File: src/hdl/assert_macros.svh
// Assertion macros used by the RTL of the channel tuning block.
`ifndef ASSERT_MACROS_SVH
`define ASSERT_MACROS_SVH

`ifndef SYNTHESIS

// The expression holds at every clock edge outside reset.
`define CHTW_ASSERT_ALWAYS(LABEL, CLK, RSTN, EXPR) \
    LABEL: assert property (@(posedge CLK) disable iff (!RSTN) (EXPR)) \
        else $error("assertion failed: invariant");

// When the antecedent holds, the consequent holds in the same cycle.
`define CHTW_ASSERT_IMPL(LABEL, CLK, RSTN, ANTE, CONS) \
    LABEL: assert property (@(posedge CLK) disable iff (!RSTN) (ANTE) |-> (CONS)) \
        else $error("assertion failed: implication");

`else

`define CHTW_ASSERT_ALWAYS(LABEL, CLK, RSTN, EXPR)
`define CHTW_ASSERT_IMPL(LABEL, CLK, RSTN, ANTE, CONS)

`endif

`endif

File: src/hdl/chtw_pkg.sv
// Types, constants and the offset look-up table of the channel tuning block.
`default_nettype none

package chtw_pkg;

    localparam int CHAN_W      = 7;
    localparam int OFF_W       = 6;
    localparam int FREQ_W      = 30;
    localparam int WORD_W      = 16;
    localparam int MHZ_W       = 10;
    localparam int REM_W       = 20;
    localparam int FRAC_BITS   = 6;
    localparam int STEP_BITS   = 3;

    localparam int ONE_MHZ     = 1000000;
    localparam int SEVENTH_MHZ = 142857;
    localparam int ROUND_LIMIT = 7812;
    localparam int HIGH_BAND_MHZ = 333;

    // The offset table returns its whole-MHz part biased by this amount so that it stays
    // non-negative; the base frequency carries the matching negative bias.
    localparam int MHZ_BIAS    = 5;
    localparam int BASE_MHZ    = 93 - MHZ_BIAS;
    localparam int CHAN_STEP_MHZ = 6;

    localparam int BAND_LO_FIRST = 12;
    localparam int BAND_LO_LAST  = 16;
    localparam int UPPER_SPLIT   = 62;

    localparam int OFF_ENTRIES = 1 << OFF_W;

    typedef struct packed {
        logic [3:0]       mhz;
        logic [REM_W-1:0] rem;
    } off_entry_t;

    typedef off_entry_t [OFF_ENTRIES-1:0] off_tab_t;

    // Splits 142857 Hz plus the truncated offset into whole MHz and a remainder.
    function automatic off_tab_t build_off_tab();
        off_tab_t tab;
        int       off;
        int       s;
        tab = '0;
        for (int i = 0; i < OFF_ENTRIES; i++)
        begin
            off = (i < OFF_ENTRIES / 2) ? i : i - OFF_ENTRIES;
            s = SEVENTH_MHZ + (off * ONE_MHZ) / 7 + MHZ_BIAS * ONE_MHZ;
            tab[i].mhz = 4'(s / ONE_MHZ);
            tab[i].rem = REM_W'(s % ONE_MHZ);
        end
        return tab;
    endfunction

    localparam off_tab_t OFF_TAB = build_off_tab();

endpackage

`default_nettype wire

File: src/hdl/chtw_frac_steps.sv
// Three consecutive fraction bits of the tuning word by halving compare and subtract.
`default_nettype none

module chtw_frac_steps
    import chtw_pkg::*;
#(
    parameter int FIRST_STEP = 0
)
(
    input  wire logic [REM_W-1:0]     rem_in,
    output logic      [REM_W-1:0]     rem_out,
    output logic      [STEP_BITS-1:0] bits
);

    always_comb
    begin
        logic [REM_W-1:0] r;
        logic [REM_W-1:0] div;
        r    = rem_in;
        bits = '0;
        for (int k = 0; k < STEP_BITS; k++)
        begin
            div = REM_W'(ONE_MHZ >> (FIRST_STEP + k + 1));
            // The compare is strict: a remainder equal to the divider gives a zero bit.
            if (r > div)
            begin
                r = r - div;
                bits[STEP_BITS-1-k] = 1'b1;
            end
        end
        rem_out = r;
    end

endmodule

`default_nettype wire

File: src/hdl/channel_to_tuning_word_core.sv
// Top level of the channel to tuning word converter: three-stage pipeline.
`default_nettype none
`include "assert_macros.svh"

// Each word carries a channel number and an offset in 1/7 MHz steps and yields the RF
// frequency in hertz, the 16-bit synthesizer tuning word and a high-band flag. The pipeline
// takes one word per cycle while req_stall is low; a word moves through three register
// stages (offset table and MHz sum, MHz product with the first three fraction bits, final
// sum with the last three fraction bits and rounding), and the last of them drives the outputs.
// A stall at the output holds the result; stages that hold no word keep filling, so input
// words are still taken until all three stages are occupied. Channels above MAX_CHANNEL
// flag channel_invalid and give zero in every other field.
module channel_to_tuning_word_core
    import chtw_pkg::*;
#(
    parameter int MAX_CHANNEL = 112
)
(
    input  wire logic                    clk,
    input  wire logic                    rst_n,

    input  wire logic                    req_valid,
    output logic                         req_stall,
    input  wire logic [CHAN_W-1:0]       channel,
    input  wire logic signed [OFF_W-1:0] freq_offset,

    output logic                         res_valid,
    input  wire logic                    res_stall,
    output logic                         channel_invalid,
    output logic [FREQ_W-1:0]            freq_hz,
    output logic [WORD_W-1:0]            tune_word,
    output logic                         high_band
);

    // Stage enables: a stage loads when it is empty or its successor moves on.
    logic en1;
    logic en2;
    logic en3;

    // Stage 1 registers.
    logic             v1_reg;
    logic             inv1_reg;
    logic [MHZ_W-1:0] mhz1_reg;
    logic [REM_W-1:0] rem1_reg;

    // Stage 2 registers.
    logic                 v2_reg;
    logic                 inv2_reg;
    logic [MHZ_W-1:0]     mhz2_reg;
    logic [REM_W-1:0]     rem2_reg;
    logic [REM_W-1:0]     rem3_reg;
    logic [STEP_BITS-1:0] frac_hi_reg;
    logic [FREQ_W-1:0]    prod_reg;
    logic                 band2_reg;

    // Output registers.
    logic              res_valid_reg;
    logic              inv_out_reg;
    logic [FREQ_W-1:0] freq_out_reg;
    logic [WORD_W-1:0] word_out_reg;
    logic              band_out_reg;

    // Next values.
    logic                 inv1_next;
    logic [MHZ_W-1:0]     mhz1_next;
    logic [REM_W-1:0]     rem1_next;
    logic [REM_W-1:0]     rem3_next;
    logic [STEP_BITS-1:0] frac_hi_next;
    logic [FREQ_W-1:0]    prod_next;
    logic                 band2_next;
    logic [REM_W-1:0]     rem6;
    logic [STEP_BITS-1:0] frac_lo;
    logic [FREQ_W-1:0]    freq_out_next;
    logic [WORD_W-1:0]    word_out_next;

    off_entry_t off_entry;
    logic       extra_band;

    assign en3 = !res_valid_reg || !res_stall;
    assign en2 = !v2_reg || en3;
    assign en1 = !v1_reg || en2;
    assign req_stall = !en1;

    // Stage 1: offset table and whole-MHz sum.
    assign off_entry  = OFF_TAB[$unsigned(freq_offset)];
    assign extra_band = ((channel >= CHAN_W'(BAND_LO_FIRST)) && (channel <= CHAN_W'(BAND_LO_LAST)))
                        || (channel > CHAN_W'(UPPER_SPLIT));
    assign inv1_next  = channel > CHAN_W'(MAX_CHANNEL);
    assign mhz1_next  = MHZ_W'(BASE_MHZ)
                        + MHZ_W'(channel) * MHZ_W'(CHAN_STEP_MHZ)
                        + {{(MHZ_W-2){1'b0}}, extra_band, 1'b0}
                        + MHZ_W'(off_entry.mhz);
    assign rem1_next  = off_entry.rem;

    // Stage 2: MHz scaled to hertz and the first three fraction bits.
    assign prod_next  = FREQ_W'(mhz1_reg) * FREQ_W'(ONE_MHZ);
    assign band2_next = mhz1_reg >= MHZ_W'(HIGH_BAND_MHZ);

    chtw_frac_steps #(
        .FIRST_STEP(0)
    ) u_frac_hi (
        .rem_in  (rem1_reg),
        .rem_out (rem3_next),
        .bits    (frac_hi_next)
    );

    // Stage 3: final sum, last three fraction bits and the round-up.
    chtw_frac_steps #(
        .FIRST_STEP(STEP_BITS)
    ) u_frac_lo (
        .rem_in  (rem3_reg),
        .rem_out (rem6),
        .bits    (frac_lo)
    );

    always_comb
    begin
        freq_out_next = prod_reg + FREQ_W'(rem2_reg);
        word_out_next = {mhz2_reg, frac_hi_reg, frac_lo}
                        + WORD_W'(rem6 > REM_W'(ROUND_LIMIT));
        if (inv2_reg)
        begin
            freq_out_next = '0;
            word_out_next = '0;
        end
    end

    always_ff @(posedge clk or negedge rst_n)
    begin
        if (!rst_n)
        begin
            v1_reg        <= 1'b0;
            v2_reg        <= 1'b0;
            res_valid_reg <= 1'b0;
        end
        else
        begin
            if (en1)
            begin
                v1_reg <= req_valid;
            end
            if (en2)
            begin
                v2_reg <= v1_reg;
            end
            if (en3)
            begin
                res_valid_reg <= v2_reg;
            end
        end
    end

    always_ff @(posedge clk)
    begin
        if (en1)
        begin
            inv1_reg <= inv1_next;
            mhz1_reg <= mhz1_next;
            rem1_reg <= rem1_next;
        end
        if (en2)
        begin
            inv2_reg    <= inv1_reg;
            mhz2_reg    <= mhz1_reg;
            rem2_reg    <= rem1_reg;
            rem3_reg    <= rem3_next;
            frac_hi_reg <= frac_hi_next;
            prod_reg    <= prod_next;
            band2_reg   <= band2_next;
        end
        if (en3)
        begin
            inv_out_reg  <= inv2_reg;
            freq_out_reg <= freq_out_next;
            word_out_reg <= word_out_next;
            band_out_reg <= band2_reg && !inv2_reg;
        end
    end

    assign res_valid       = res_valid_reg;
    assign channel_invalid = inv_out_reg;
    assign freq_hz         = freq_out_reg;
    assign tune_word       = word_out_reg;
    assign high_band       = band_out_reg;

    `CHTW_ASSERT_IMPL(a_stall_means_full, clk, rst_n, req_stall, v1_reg && v2_reg && res_valid_reg)
    `CHTW_ASSERT_IMPL(a_invalid_zero, clk, rst_n, res_valid && channel_invalid, (freq_hz == '0) && (tune_word == '0) && !high_band)
    `CHTW_ASSERT_IMPL(a_band_matches_freq, clk, rst_n, res_valid && !channel_invalid, high_band == (freq_hz >= FREQ_W'(HIGH_BAND_MHZ * ONE_MHZ)))
    `CHTW_ASSERT_IMPL(a_freq_range, clk, rst_n, res_valid && !channel_invalid, (freq_hz >= FREQ_W'(88000000)) && (freq_hz < FREQ_W'(870000000)))

endmodule

`default_nettype wire

File: config.mk
export PLATFORM = sky130hd
export DESIGN_NAME = channel_to_tuning_word_core
export DESIGN_NICKNAME = d
export VERILOG_FILES = /design/src/hdl/chtw_pkg.sv /design/src/hdl/chtw_frac_steps.sv /design/src/hdl/channel_to_tuning_word_core.sv
export VERILOG_INCLUDE_DIRS = /design/src /design/src/hdl
export SDC_FILE = /design/constraint.sdc
export NUM_CORES = 1
export LEC_CHECK = 0
export ABC_AREA = 1
export BUFFER_PORTS_ARGS = -buffer_cell sky130_fd_sc_hd__buf_2
export CAP_MARGIN = 5
export CORE_UTILIZATION = 50
export CTS_CLUSTER_DIAMETER = 120
export DETAILED_ROUTE_END_ITERATION = 10
export PLACE_DENSITY = 0.67
export SETUP_SLACK_MARGIN = 0.5
export SYNTH_ARGS = -nofsm -noshare
export SYNTH_HDL_FRONTEND = slang
export SYNTH_SLANG_ARGS = --single-unit
File: constraint.sdc
create_clock -name clk -period 9.3 [get_ports clk]
set_input_delay 0.465 -clock clk [delete_from_list [all_inputs] [get_ports clk]]
set_output_delay 0.465 -clock clk [all_outputs]
set_load 0.01 [all_outputs]
==> summary.txt <==
DR iter-0 viols: 963
GRT Overall Usage: 22.2%
Endpoints failing setup: 0
Post-Syn Area per Cell: 7.74 sq um
First drt pass iteration count: 5
Final instance area: 14400 sq um
CP max stage delay: 0.42 ns
Starting density of the core: 50.9%
Crit-path max FO: 22
RSZ-0062 raised after global routing: no
Placed Instance Area: 13800 sq um
Worst setup EP type: register
N_diodes: 0
PortBufs: 66
Synth Net Count: 1890
Die width: 165 um
Vias in the first global route: 10100
Startpoint Class: register
Clock slew at reported path FFs: 0.07 ns
Crit path max-delay cell type: edfxtp_1
Final period utilization: 70.1%
Final TNS setup: 0 ns
Crit path required time: 9.47 ns
PostCTS Resize Cnt: 0
CP Class: register to register
Clock buffer depth: 2
Routed WL per cell: 13.6 um
Routed WL: 28800 um
Fraction of registers with async set/reset: 2.13%
Largest cells by area after synthesis: edfxtp_1 (31%), ha_1 (13%), nand2_1 (11%)
Clk_lat worst skew: 0.42 ns
Max_cap viols: 0
Least-Margin Pin Slew: 0.902 ns
Run status: complete, no violations
DP Cell Count: 2084
Buf+Inv Stages, Crit Path: 5
Clk sinks: 141
Synth Instances: 1709
Total CTS buffers: 17
Rel. slew slack: 39.8%
Site Rows: 59
Critical path's top delay family: simple AND/OR/NAND/NOR gates
Post-Layout Cell Count: 2117
Final net count: 1950
Post-synth cell types: 62
Via Count: 10900
Placer Congestion: 0.907
Post-Place Worst Slack: 2.76 ns
Synth Warn #: 0
Sequential share of the synthesized area: 31.9%
Achievable frequency: 0.153 GHz
Remaining DRCs: 0
Initial antenna violation count: 0
Max Clock Skew: 0.0139 ns
Layout cells sized above 1: 11.4%
# H-tree levels: 4
Count leader, synth: nand2_1
Max reg flops: 30
Global-route wire length before repair: 47800 um
Synth top cells by count: nand2_1 (389), inv_1 (260), nor2_1 (161)
P&R area growth vs syn: 9.00%
Clock root buffer: clkbuf_16
Core ar.: 26000 sq um
Synth top area share: 31.3%
Final WS setup: 2.78 ns
Final hold violations: 0
Post-synth EDFFs: 138
Synth Register Bits: 141
Largest net degree at the start of global routing: 69
Synthesized cell area: 13200 sq um
Arrival time worst endpoint: 6.69 ns
CTS tree: yes
Die area: 27100 sq um
Via-to-Cell Ratio: 5.17
Dominant cell type by area after synthesis: edfxtp_1
Detailed placement HPWL: 22600 um
Die height: 165 um
Ys flop type: edfxtp_1
Most used cell, CP: nand2_1
Final ANT Viol Nets: 0
Tmin final: 6.52 ns
Grt ovf: 0
Num ports: 67
HP Class: input pin to register
Slew Limit Fails: 0
repair_timing:
| action | CTS | global route |
|---|---|---|
| hold endpoints to repair | 3 | 0 |
| hold buffers | 1 | 0 |
| buffers inserted | 0 | 0 |
cell usage in the layout (no fill, tap or decap), types with 5 or more instances in the layout:
| cell | count |
|---|---|
| nand2_1 | 388 |
| inv_1 | 259 |
| nor2_1 | 161 |
| edfxtp_1 | 138 |
| ha_1 | 134 |
| nand3_1 | 109 |
| o21ai_0 | 91 |
| a21oi_1 | 81 |
| buf_2 | 66 |
| xor2_1 | 60 |
| fa_1 | 30 |
| inv_2 | 27 |
| nand2_2 | 26 |
| nor3_1 | 22 |
| nand4_1 | 18 |
| clkbuf_16 | 17 |
| xnor2_1 | 15 |
| nor2_2 | 9 |
| a31oi_1 | 8 |
| nand3b_1 | 7 |
| o211ai_1 | 7 |
| a211oi_1 | 7 |
| nor2_4 | 6 |
| or2_2 | 5 |
| nand3_2 | 5 |
| nand2_4 | 5 |
| o21ai_2 | 5 |
| inv_6 | 5 |
| o22ai_1 | 5 |
per-layer routing:
layer / share of wire (%) / vias up / track usage (%)
met5: 0 / - / 0
met4: 1.6 / 0 / 6.17
met3: 4.5 / 35 / 2.34
met2: 45 / 299 / 36.1
met1: 49 / 4913 / 31.2
li1: - / 5701 / -
cells by family after synthesis:
logic type | count (synthesis) | share of synthesized area [%]
AND/OR/NAND/NOR | 773 | 26.2
buffers and inverters | 320 | 9.47
AO/OA/AOI/OAI | 236 | 10.3
adder cells (fa/ha/maj) | 164 | 17.2
flip-flops | 141 | 31.9
XOR/XNOR | 75 | 4.97
metrics by stage:
stage / utilization (%) / hold WS [ns]
floorplan: - / 0.169
global placement: 53.3 / 0.261
detailed placement: 53.3 / 0.263
CTS: 55.5 / 0.232
global route: 55.5 / 0.235
finish: 55.5 / 0.241
cell type report:
cell class              instances  area, sq um
multi-input cells            1248         7750
inverters                     291         1100
well taps                     335          419
flip-flops and latches        141         4220
clock inverters                14          129
repair buffers                 70          363
fillers                      2401        11600
clock buffers                  18          429
worst paths after layout:
check | start | endpoint | slack [ns] | cells after the start
setup / recovery | rem3_reg[2] | tune_word[14] | 2.78 | 47
hold / removal | req_valid | v1_reg | 0.24 | 2
setup reg to reg | rem3_reg[2] | tune_word[14] | 2.78 | 47
hold reg to reg | inv1_reg | inv2_reg | 0.42 | 0
max in group asynchronous | rst_n | v2_reg | 8.82 | 2
min in group asynchronous | rst_n | v1_reg | 0.37 | 2
Power is left out: the tool's default activity adds up to more than one toggle a clock period on the data nets, which glitch-free logic cannot reach.
